## config.mk

```make
export PLATFORM = sky130hd
export DESIGN_NAME = uart_led_frame_parser_core_flat
export DESIGN_NICKNAME = d
export VERILOG_FILES = /design/src/ulfp_pkg.sv /design/src/ulfp_in_if.sv /design/src/ulfp_out_if.sv /design/src/ulfp_step.sv /design/src/uart_led_frame_parser_core.sv /design/src/flat_wrapper.sv
export SDC_FILE = /design/constraint.sdc
export NUM_CORES = 1
export LEC_CHECK = 0
export BUFFER_PORTS_ARGS = -buffer_cell sky130_fd_sc_hd__buf_2
export CORE_MARGIN = 5
export CORE_UTILIZATION = 43
export CTS_CLUSTER_SIZE = 8
export DETAILED_ROUTE_END_ITERATION = 8
export GPL_ROUTABILITY_DRIVEN = 0
export PLACE_DENSITY = 0.58
export RECOVER_POWER = 25
export SYNTH_ARGS = -nofsm -noshare
export SYNTH_HDL_FRONTEND = slang
export SYNTH_SLANG_ARGS = --single-unit
```

## constraint.sdc

```tcl
create_clock -name clk -period 5.1 [get_ports clk]
set_clock_uncertainty 0.1 [all_clocks]
set_input_delay 0 -clock clk [delete_from_list [all_inputs] [get_ports clk]]
set_output_delay 0 -clock clk [all_outputs]
set_load 0.02 [all_outputs]
```

## src/ulfp_pkg.sv

```systemverilog
// Package for the UART LED frame parser: word types, state codes, event codes
// and header constants. It depends on nothing else.
package ulfp_pkg;

  // Frame headers as seen in the 16-bit shift of recent bytes.
  localparam logic [15:0] HDR_LED     = 16'hAA55;
  localparam logic [15:0] HDR_TRIGGER = 16'h55AA;
  localparam logic [15:0] HDR_CMD     = 16'h3030;

  // Line terminators that end a text command.
  localparam logic [7:0] CH_CR = 8'h0D;
  localparam logic [7:0] CH_LF = 8'h0A;

  // Held parser states. The header states pass through within one byte.
  typedef enum logic [4:0] {
    ST_IDLE   = 5'b00001,
    ST_CMD    = 5'b00010,
    ST_SIZE_1 = 5'b00100,
    ST_SIZE_2 = 5'b01000,
    ST_DATA   = 5'b10000
  } state_t;

  // Event codes reported with each result word.
  typedef enum logic [2:0] {
    EV_NONE       = 3'd0,
    EV_LED_HEADER = 3'd1,
    EV_SIZE_FIRST = 3'd2,
    EV_DATA_BEGIN = 3'd3,
    EV_DATA_DONE  = 3'd4,
    EV_TRIGGER    = 3'd5,
    EV_ERROR      = 3'd6
  } event_t;

  // One received word.
  typedef struct packed {
    logic [7:0] rx_byte;
    logic       frame_error;
  } in_word_t;

  // One result word.
  typedef struct packed {
    event_t     event_res;
    logic       led_push;
    logic       cmd_push;
    logic       cmd_end;
    logic       trigger;
    logic [7:0] out_byte;
  } out_word_t;

  // Parser state carried from one word to the next.
  typedef struct packed {
    state_t      frame_state;
    logic [15:0] shift_word;
    logic [15:0] bytes_left;
  } parse_state_t;

endpackage

```

## src/ulfp_in_if.sv

```systemverilog
// Input channel of the UART LED frame parser: handshake and received word.
// Depends on nothing else.
interface ulfp_in_if;
  logic       valid;
  logic       ready;
  logic [7:0] rx_byte;
  logic       frame_error;

  modport source (output valid, output rx_byte, output frame_error, input ready);
  modport sink (input valid, input rx_byte, input frame_error, output ready);
endinterface

```

## src/ulfp_out_if.sv

```systemverilog
// Output channel of the UART LED frame parser: handshake and result word.
// Depends on nothing else.
interface ulfp_out_if;
  logic       valid;
  logic       ready;
  logic [2:0] event_res;
  logic       led_push;
  logic       cmd_push;
  logic       cmd_end;
  logic       trigger;
  logic [7:0] out_byte;

  modport source (
    output valid, output event_res, output led_push, output cmd_push,
    output cmd_end, output trigger, output out_byte, input ready
  );
  modport sink (
    input valid, input event_res, input led_push, input cmd_push,
    input cmd_end, input trigger, input out_byte, output ready
  );
endinterface

```

## src/ulfp_step.sv

```systemverilog
// Next-state and result logic of the frame parser for one received word.
// Depends on ulfp_pkg.
module ulfp_step
  import ulfp_pkg::*;
(
  input  parse_state_t cur,
  input  in_word_t     word,
  output parse_state_t nxt,
  output out_word_t    res
);

  logic [15:0] shifted;
  logic [15:0] left_dec;

  assign shifted  = {cur.shift_word[7:0], word.rx_byte};
  assign left_dec = cur.bytes_left - 16'd1;

  // One parser step; header matches in idle are handled in the same step.
  always_comb begin
    nxt = cur;
    res = '0;
    res.event_res = EV_NONE;
    if (word.frame_error) begin
      nxt.frame_state = ST_IDLE;
      nxt.shift_word  = '0;
      res.event_res   = EV_ERROR;
    end else begin
      nxt.shift_word = shifted;
      case (cur.frame_state)
        ST_IDLE: begin
          if (shifted == HDR_LED) begin
            res.event_res   = EV_LED_HEADER;
            nxt.shift_word  = '0;
            nxt.frame_state = ST_SIZE_1;
          end else if (shifted == HDR_CMD) begin
            nxt.frame_state = ST_CMD;
          end else if (shifted == HDR_TRIGGER) begin
            res.event_res   = EV_TRIGGER;
            res.trigger     = 1'b1;
            nxt.shift_word  = '0;
            nxt.frame_state = ST_IDLE;
          end else begin
            nxt.frame_state = ST_IDLE;
          end
        end
        ST_SIZE_1: begin
          res.event_res   = EV_SIZE_FIRST;
          nxt.frame_state = ST_SIZE_2;
        end
        ST_SIZE_2: begin
          res.event_res   = EV_DATA_BEGIN;
          nxt.bytes_left  = shifted;
          nxt.shift_word  = '0;
          nxt.frame_state = ST_DATA;
        end
        ST_DATA: begin
          // A length of zero wraps here, giving a full 65536-byte frame.
          res.led_push   = 1'b1;
          res.out_byte   = word.rx_byte;
          nxt.bytes_left = left_dec;
          if (left_dec == 16'd0) begin
            res.event_res   = EV_DATA_DONE;
            nxt.shift_word  = '0;
            nxt.frame_state = ST_IDLE;
          end
        end
        ST_CMD: begin
          res.cmd_push = 1'b1;
          res.out_byte = word.rx_byte;
          if (word.rx_byte inside {CH_CR, CH_LF}) begin
            res.cmd_end     = 1'b1;
            nxt.shift_word  = '0;
            nxt.frame_state = ST_IDLE;
          end
        end
        default: begin
          nxt.frame_state = ST_IDLE;
        end
      endcase
    end
  end

endmodule

```

## src/uart_led_frame_parser_core.sv

```systemverilog
// Top level of the UART LED frame parser: input register, parser step and
// result register. Depends on ulfp_pkg, ulfp_in_if, ulfp_out_if and ulfp_step.
//
//   Channel  Dir  Word fields
//   in_ch    in   rx_byte[7:0], frame_error
//   out_ch   out  event_res[2:0], led_push, cmd_push, cmd_end, trigger, out_byte[7:0]
//
// Every received word gives exactly one result word; it passes from the input register
// to the result register, and one word is taken per cycle unless the output stalls.
// The input register and the result register each hold one word, so a new word
// is accepted into a free input register while a finished result waits on the output.
// Synchronous reset puts the parser in idle with a cleared shift and count.
module uart_led_frame_parser_core
  import ulfp_pkg::*;
(
  input logic      clk,
  input logic      rst,
  ulfp_in_if.sink  in_ch,
  ulfp_out_if.source out_ch
);

  logic         in_valid;
  in_word_t     in_word;
  logic         out_valid;
  out_word_t    out_word;
  parse_state_t pstate;
  parse_state_t pstate_next;
  out_word_t    res_next;
  logic         advance;

  // A word moves into the result register when that register is free or drains.
  assign advance     = in_valid && (!out_valid || out_ch.ready);
  assign in_ch.ready = !in_valid || advance;

  // Input register.
  always_ff @(posedge clk) begin
    if (rst) begin
      in_valid <= 1'b0;
    end else if (in_ch.ready) begin
      in_valid <= in_ch.valid;
    end
    if (in_ch.ready && in_ch.valid) begin
      in_word.rx_byte     <= in_ch.rx_byte;
      in_word.frame_error <= in_ch.frame_error;
    end
  end

  ulfp_step u_step (
    .cur  (pstate),
    .word (in_word),
    .nxt  (pstate_next),
    .res  (res_next)
  );

  // Parser state advances with each word handed to the result register.
  always_ff @(posedge clk) begin
    if (rst) begin
      pstate.frame_state <= ST_IDLE;
      pstate.shift_word  <= '0;
      pstate.bytes_left  <= '0;
    end else if (advance) begin
      pstate <= pstate_next;
    end
  end

  // Result register.
  always_ff @(posedge clk) begin
    if (rst) begin
      out_valid <= 1'b0;
    end else if (advance) begin
      out_valid <= 1'b1;
    end else if (out_ch.ready) begin
      out_valid <= 1'b0;
    end
    if (advance) begin
      out_word <= res_next;
    end
  end

  assign out_ch.valid     = out_valid;
  assign out_ch.event_res = out_word.event_res;
  assign out_ch.led_push  = out_word.led_push;
  assign out_ch.cmd_push  = out_word.cmd_push;
  assign out_ch.cmd_end   = out_word.cmd_end;
  assign out_ch.trigger   = out_word.trigger;
  assign out_ch.out_byte  = out_word.out_byte;

  // LED data and command text are never handed out together.
  a_push_exclusive: assert property (@(posedge clk) disable iff (rst)
    out_valid |-> !(out_word.led_push && out_word.cmd_push))
    else $error("led_push and cmd_push both set");

  // The trigger flag comes only with the trigger event.
  a_trigger_event: assert property (@(posedge clk) disable iff (rst)
    (out_valid && out_word.trigger) |-> (out_word.event_res == EV_TRIGGER))
    else $error("trigger without trigger event");

  // A command end is always on a command byte.
  a_cmd_end_push: assert property (@(posedge clk) disable iff (rst)
    (out_valid && out_word.cmd_end) |-> out_word.cmd_push)
    else $error("cmd_end without cmd_push");

  // No byte is shown unless it is pushed somewhere.
  a_byte_zero: assert property (@(posedge clk) disable iff (rst)
    (out_valid && !out_word.led_push && !out_word.cmd_push) |->
      (out_word.out_byte == 8'd0))
    else $error("out_byte set without a push");

  // A framing error leaves the parser idle with a cleared shift.
  a_error_idle: assert property (@(posedge clk) disable iff (rst)
    (advance && in_word.frame_error) |=>
      (pstate.frame_state == ST_IDLE && pstate.shift_word == 16'd0))
    else $error("framing error did not return to idle");

endmodule

```

## src/flat_wrapper.sv

```systemverilog
// flat-port wrapper written by rule: the top's interface ports become plain ports
module uart_led_frame_parser_core_flat import ulfp_pkg::*;
  (clk, rst, in_ch_valid, in_ch_rx_byte, in_ch_frame_error, in_ch_ready, out_ch_valid, out_ch_event_res, out_ch_led_push, out_ch_cmd_push, out_ch_cmd_end, out_ch_trigger, out_ch_out_byte, out_ch_ready);
  ulfp_in_if in_ch_i ();
  ulfp_out_if out_ch_i ();
  input logic clk;
  input logic rst;
  input wire logic [$bits(in_ch_i.valid)-1:0] in_ch_valid;
  input wire logic [$bits(in_ch_i.rx_byte)-1:0] in_ch_rx_byte;
  input wire logic [$bits(in_ch_i.frame_error)-1:0] in_ch_frame_error;
  output wire logic [$bits(in_ch_i.ready)-1:0] in_ch_ready;
  output wire logic [$bits(out_ch_i.valid)-1:0] out_ch_valid;
  output wire logic [$bits(out_ch_i.event_res)-1:0] out_ch_event_res;
  output wire logic [$bits(out_ch_i.led_push)-1:0] out_ch_led_push;
  output wire logic [$bits(out_ch_i.cmd_push)-1:0] out_ch_cmd_push;
  output wire logic [$bits(out_ch_i.cmd_end)-1:0] out_ch_cmd_end;
  output wire logic [$bits(out_ch_i.trigger)-1:0] out_ch_trigger;
  output wire logic [$bits(out_ch_i.out_byte)-1:0] out_ch_out_byte;
  input wire logic [$bits(out_ch_i.ready)-1:0] out_ch_ready;
  assign in_ch_i.valid = in_ch_valid;
  assign in_ch_i.rx_byte = in_ch_rx_byte;
  assign in_ch_i.frame_error = in_ch_frame_error;
  assign in_ch_ready = in_ch_i.ready;
  assign out_ch_valid = out_ch_i.valid;
  assign out_ch_event_res = out_ch_i.event_res;
  assign out_ch_led_push = out_ch_i.led_push;
  assign out_ch_cmd_push = out_ch_i.cmd_push;
  assign out_ch_cmd_end = out_ch_i.cmd_end;
  assign out_ch_trigger = out_ch_i.trigger;
  assign out_ch_out_byte = out_ch_i.out_byte;
  assign out_ch_i.ready = out_ch_ready;
  uart_led_frame_parser_core u_core (.clk(clk), .rst(rst), .in_ch(in_ch_i), .out_ch(out_ch_i));
endmodule
```

==> results.md, run 1 <==
* Status: finished, final reports clean
* GRT Overall Usage at 0.187
* Yosys warning count at 0
* Worst Hold Class: primary input to flip-flop
* Pleak at 1.15 nW
* Largest net degree at the start of global routing at 29
* # diodes at 0
* DR vias/cell at 5.84
* Cts bufs inserted at 5
* CP peak stage delay at 1170 ps
* CTS tree: yes
* Syn Inst Count at 342
* Setup violations, final at 0
* Cell at the slowest stage of the critical path: nor4_1
* Max-Cap Viols at 0
* Pins Over Slew Limit at 0
* Post-CTS setup buffer count at 0
* CP Max Fanout at 28
* Post-synth ARST share at 0
* Req. time, crit path at 5250 ps
* Number of I/O port buffers at 29
* Final-report hold violation count at 0
* DP Worst Slack at 2080 ps
* Clock Latency Late Sink at 320 ps
* Vias at 2,735
* Post-Route Setup TNS at 0 ps
* Routed WL at 7720 um
* First-pass GRT wire length at 13,000 um
* Nets at 386
* Cell breakdown of the critical path: nor2_1 > nand3_1 > nor4_1 > nand2_1 > o21ai_0
* # rows at 30
* TritonRoute pass-1 iters at 5
* Post-DP HPWL at 5260 um
* Post-layout util at 0.497
* Vert. Die Dim at 93.4 um
* Worst-margin pin slew at 1140 ps
* Detailed-route DRC error count at 0
* Yosys reg bits at 55
* Clk buf depth at 2
* GR Overflow Total at 0
* Layout cells sized above 1 at 0.0887
* Top FF cell, synth: dfxtp_1
* Initial Utilization at 0.441
* Routed Antenna Nets at 0
* Initial antenna violation count at 0
* Cell Area, Synth at 2990 sq um
* Vias in the first global route at 2,556
* CP bufs+invs at 0
* Setup ws final at 2070 ps
* Root Buffer: clkbuf_8
* Worst Setup End Kind: flip-flop
* Die width at 93.4 um
* Ports at 30
* Critical path class: flip-flop to flip-flop
* Cell count after placement at 448
* Crit share post-route at 0.594
* Peak Freq at 330 MHz
* Synth Area per Inst at 8.75 sq um
* Worst EP arrival at 3180 ps
* Min Tclk post-route at 3030 ps
* Die area at 8730 sq um
* H-tree depth at 2
* CP delay by family, top: simple AND/OR/NAND/NOR gates
* Register area share after synthesis at 0.448
* Critical path launch point type: flip-flop
* Clock Sinks at 55
* RSZ-0062 raised after global routing: false
* Max IR drop VDD at 0.159 mV
* Distinct cells, synth at 57
* Initial DRC Count at 219
* Core area at 6790 sq um
* Synth-to-layout area growth at 12.8%
* CTS resizes at 0
* Finished Layout Cells at 468
* Mapped Nets at 357
* Slew margin rel. at 0.235
* WL per Instance at 16.5 um
* Clk slew on worst S/H paths at 110 ps
* PwrDens at 237 nW/um^2
* Post-synth EDFFs at 24
routing by layer:
layer	GRT usage	wire, um	share of wire
met4	0.0537	112	0.015
met1	0.253	3540	0.46
met5	0	0	0
met2	0.306	3670	0.48
met3	0.0298	400	0.052
path summary, 6_finish.rpt:
kind                             startpoint                        endpoint  slack, ps  depth (start not counted)
min                                     rst    u_core.in_valid$_SDFFE_PP0N_         50                          2
max reg2reg  u_core.pstate[34]$_SDFFE_PP0P_  u_core.pstate[21]$_SDFFE_PP0P_       2070                          5
min reg2reg   u_core.pstate[1]$_SDFFE_PP0P_   u_core.pstate[1]$_SDFFE_PP0P_        420                          2
max          u_core.pstate[34]$_SDFFE_PP0P_  u_core.pstate[21]$_SDFFE_PP0P_       2070                          5
worst register-to-register path: stages (launching register included):
cell and delay [ps]:
dfxtp_1 410, nor2_1 200, nand3_1 760, nor4_1 1180
nand2_1 140, o21ai_0 180
logic make-up after synthesis:
group,synth area share
multiplexers,0.00334
buffers and inverters,0.0418
adder cells (fa/ha/maj),0.00836
XOR/XNOR,0.0205
AO/OA/AOI/OAI,0.196
flip-flops,0.448
AND/OR/NAND/NOR,0.282
flip-flops by register name, summed over array words and instances (netlist names):
name	flops
u_core.pstate	29
u_core.in_word	9
u_core.out_ch.out_byte	8
u_core.out_ch.event_res	3
u_core.in_valid	1
u_core.out_ch.cmd_end	1
u_core.out_ch.cmd_push	1
u_core.out_ch.led_push	1
u_core.out_ch.trigger	1
u_core.out_ch.valid	1
cell usage after synthesis, types with 4 or more instances:
library cell,instances,area [sq um]
nor2_1,39,146
a31oi_1,4,25.0
inv_1,9,33.8
nand4_1,5,31.3
edfxtp_1,24,721
nand2b_1,4,25.0
clkbuf_1,16,60.1
nand3b_1,5,37.5
o21ai_0,26,130
a32oi_1,8,70.1
nor4b_1,5,43.8
or3_1,5,31.3
nand2_1,30,113
a211oi_1,5,37.5
nor3_1,23,115
and2_1,9,56.3
xnor2_1,4,35.0
nor2b_1,5,31.3
nand3_1,7,35.0
dfxtp_1,31,621
a21oi_1,21,105
where the power goes:
group | total (mW) | internal [mW] | switching, mW
logic | 0.0461 | 0.0192 | 0.0270
clock network | 0.268 | 0.114 | 0.153
registers | 0.486 | 0.471 | 0.0147
total | 0.799 | 0.604 | 0.195
placed cells by master (no fill, tap or decap), drive strengths merged, types with 3 or more instances in the layout:
cell type    instances
nor2                40
dfxtp               31
nand2               30
o21ai               26
edfxtp              24
nor3                23
a21oi               22
clkbuf              20
buf                 16
dlygate4sd3         12
inv                 11
and2                 9
a32oi                8
nand3                7
or3                  6
nor2b                5
nand4                5
a211oi               5
nand3b               5
nor4b                5
nand2b               4
xnor2                4
a31oi                4
or4                  3
nor4                 3
o31ai                3
xor2                 3
o2111ai              3
or4b                 3
o211ai               3
through the flow:
stage	power [mW]	area (sq um)	hold slack (ps)
6_report	0.799	3380	45.3
5_1_grt	0.834	3380	56.9
4_1_cts	0.807	3400	40.9
3_5_place_dp	0.536	3180	78.1
3_3_place_gp	0.536	3180	76.7
2_1_floorplan	0.516	2990	-1.13
area by class of cell:
type                    count  area [sq um]
fillers                   667          3420
repair buffers             42           255
clock buffers               6          82.6
clock inverters             2          17.5
flip-flops and latches     55          1340
well taps                  96           120
multi-input cells         258          1530
inverters                   9          33.8
repair_timing:
action | in CTS | in global routing
hold endpoints to repair | 11 | 0
hold buffers | 12 | 0
setup endpoints to repair | 0 | 0
(Power assumes the default switching activity.)
==> run 2: changes to the inputs <==
Settings changed: ABC_AREA set to 1, PLACE_DENSITY 0.58 to 0.6.
Clock period 5.1 ns to 2.6 ns, I/O delays scaled along.
==> results.md, run 2 <==
* WL per Instance at 14.3 um (-14%)
* Cell at the slowest stage of the critical path: dfxtp_1
* Nets at 455 (+18%)
* Req. time, crit path at 2690 ps (-2560 ps)
* Post-layout util at 0.515 (+0.0177)
* Critical path launch point type: flip-flop
* Worst reg2reg path depth at 13 (+8)
* PwrDens at 495 nW/um^2 (+110%)
* Die area at 8960 sq um (+2.6%)
* Clk slew on worst S/H paths at 110 ps (about the same)
* RSZ-0062 raised after global routing: false
* Initial DRC Count at 239 (+9.1%)
* Register area share after synthesis at 0.435 (-0.0129)
* Hold EP: u_core.out_ch.valid$_SDFFE_PP0P_
* Worst Hold Margin at 35.8 ps (-9.45 ps)
* Synth-to-layout area growth at 14.7%
* Syn Inst Count at 399 (+17%)
* Cell breakdown of the critical path: inv_1 > ha_1 > nand2_4 > nor2_2 > nand3_1 > nand2_1 > nand3_2 > nor2_2 > nand3_2 > nand2_2 > nand3_2 > nand2_1 > a21oi_1
* Yosys warning count at 0 (unchanged)
* Min Tclk post-route at 2250 ps (-781 ps)
* Clock Latency Late Sink at 320 ps (about the same)
* GR Overflow Total at 0 (unchanged)
* Finished Layout Cells at 537 (+15%)
* Setup ws final at 352 ps (-1720 ps)
* Initial Utilization at 0.449 (+0.00812)
* CP delay by family, top: simple AND/OR/NAND/NOR gates
* Yosys top cell area share at 0.234 (-0.00694)
* Vias in the first global route at 2,642 (+3.4%)
* Crit share post-route at 0.864 (+0.271)
* CP peak stage delay at 340 ps (-830 ps)
* Reg2reg start: u_core.pstate[0]$_SDFFE_PP0P_
* Sw frac at 0.261 (+0.0174)
* Peak Freq at 445 MHz (+35%)
* Logic pwr share at 0.106 (+0.048)
* Post-CTS setup buffer count at 0 (unchanged)
* Largest register by flop count: u_core.pstate
* Post-DP HPWL at 5720 um (+8.8%)
* Initial antenna violation count at 0 (unchanged)
* Yosys top cell by area: edfxtp_1
* Distinct cells, synth at 38 (-33%)
* Die width at 94.7 um (+1.3%)
* Clock Sinks at 55 (unchanged)
* Cell count after placement at 517 (+15%)
* Largest net degree at the start of global routing at 25 (-14%)
* Status: finished, final reports clean
* Slew margin rel. at 0.624 (+0.390)
* Setup violations, final at 0 (unchanged)
* Worst EP arrival at 2340 ps (-840 ps)
* Worst Setup End Kind: flip-flop
* CP Max Fanout at 6 (-79%)
* Ports at 30 (unchanged)
* Top post-synthesis cells by area: edfxtp_1 (23%), dfxtp_1 (20%), nand2_1 (10%)
* Reg2Reg Setup Slack at 350 ps (-1720 ps)
* H-tree depth at 2 (unchanged)
* Fill count at 671 (+0.60%)
* Max-Cap Viols at 0 (unchanged)
* # rows at 30 (unchanged)
* Synth top cells by count: nand2_1 (83), nor2_1 (57), inv_1 (46)
* Worst-margin pin slew at 563 ps (-575 ps)
* Pins Over Slew Limit at 0 (unchanged)
* Total power at 1.75 mW (+120%)
* Clk buf depth at 2 (unchanged)
* CTS tree: yes
* Vias at 2,777 (+1.5%)
* Critical path class: flip-flop to flip-flop
* DP Worst Slack at 382 ps (-1690 ps)
* Pleak at 1.43 nW (+24%)
* Cell Int Power at 1.29 mW (+110%)
* Clock power share at 0.346 (+0.011)
* Cell Area, Synth at 3080 sq um (+3.0%)
* CP bufs+invs at 1 (+1)
* Top FF cell, synth: dfxtp_1
* Commonest non-fill, non-tap cell in the layout: nand2_1
* Most used cell, CP: nand3_2
* Detailed-route DRC error count at 0 (unchanged)
* Cts bufs inserted at 5 (unchanged)
* Mapped Nets at 414 (+16%)
* Hold Crit Start: rst
* Vert. Die Dim at 94.7 um (+1.3%)
* Post-Route Setup TNS at 0 ps (unchanged)
* Final-report hold violation count at 0 (unchanged)
* Yosys reg bits at 55 (unchanged)
* Layout cells sized above 1 at 0.152 (+0.0632)
* Placed inst area at 3320 sq um (+4.5%)
* Routed WL at 7660 um (-0.76%)
* Commonest cells after routing, fill and taps aside: nand2_1 (83), nor2_1 (57), inv_1 (46)
* Fin area at 3540 sq um (+4.7%)
* Area of the multi-input gates at 1490 sq um (-2.3%)
* Number of I/O port buffers at 29 (unchanged)
* Max IR drop VDD at 0.303 mV (+91%)
* Post-synth EDFFs at 24 (unchanged)
* # diodes at 0 (unchanged)
* TritonRoute pass-1 iters at 5 (unchanged)
* GRT Overall Usage at 0.182 (-0.00422)
* Max reg flops at 29 (unchanged)
* Top-count cell post-synth: nand2_1
* Routed Antenna Nets at 0 (unchanged)
* Core area at 6870 sq um (+1.1%)
* Sw power at 0.458 mW (+130%)
* Worst Hold Class: primary input to flip-flop
* Post-synth ARST share at 0 (unchanged)
* Register area at 1340 sq um (unchanged)
* Reg2reg end: u_core.pstate[20]$_SDFFE_PP0P_
* DR vias/cell at 5.17 (-12%)
* Synth Area per Inst at 7.73 sq um (-12%)
* Root Buffer: clkbuf_8
* Sequential Power Share at 0.548 (-0.060)
* Min-Delay Path Depth at 2 (unchanged)
* First-pass GRT wire length at 12,900 um (-0.80%)
[run 2: kinds of logic after synthesis]
kind of cell / Yosys count / synth area share
and+or+nand+nor: 220 / 0.347
DFF: 55 / 0.435
buffers and inverters: 62 / 0.0808
AOI/OAI and AO/OA: 58 / 0.123
adders and majority gates: 2 / 0.00812
xor gates and xnor gates: 2 / 0.00568
[run 2: worst register-to-register path, delay by kind of cell, from the launching register on]
kind / cells / cell delay, ps
DFF: 1 / 340
AOI/OAI and AO/OA: 1 / 60
and+or+nand+nor: 10 / 1110
buffers and inverters: 1 / 160
adders and majority gates: 1 / 340
[run 2: area by class of cell]
| type | instances | share of cell area |
|---|---|---|
| inverters | 52 | 0.0552 |
| flip-flops and latches | 55 | 0.379 |
| well taps | 96 | 0.0340 |
| repair buffers | 44 | 0.0761 |
| multi-input cells | 282 | 0.422 |
| clock inverters | 3 | 0.0141 |
| clock buffers | 5 | 0.0195 |
[run 2: worst max path at each step]
stage,from,to,slack (ps),cells after the start
floorplan,u_core.pstate[0]$_SDFFE_PP0P_,u_core.pstate[19]$_SDFFE_PP0P_,680,13
global placement,u_core.in_word[3]$_DFFE_PP_,u_core.pstate[16]$_SDFFE_PP0P_,430,9
detailed placement,u_core.pstate[0]$_SDFFE_PP0P_,u_core.pstate[20]$_SDFFE_PP0P_,380,13
CTS,u_core.pstate[0]$_SDFFE_PP0P_,u_core.pstate[20]$_SDFFE_PP0P_,350,13
global route,u_core.pstate[0]$_SDFFE_PP0P_,u_core.pstate[33]$_SDFFE_PP0P_,150,13
finish,u_core.pstate[0]$_SDFFE_PP0P_,u_core.pstate[20]$_SDFFE_PP0P_,350,13
[run 2: what timing repair did]
item	CTS	global route
gates resized for setup	0	0
endpoints found under the hold margin	11	0
hold buffers	12	0
[run 2: metal layers]
metal	GRT usage	wire length, um
met5	0	0
met4	0.0361	82
met3	0.0279	385
met2	0.289	3510
met1	0.263	3690
[run 2: power by group through the flow]
stage	Sequential, mW	Clock [mW]	Combinational (mW)
floorplan	0.978	0	0.119
finish	0.959	0.606	0.186
detailed placement	0.977	0	0.174
global placement	0.977	0	0.172
global route	0.963	0.654	0.211
CTS	0.958	0.617	0.188
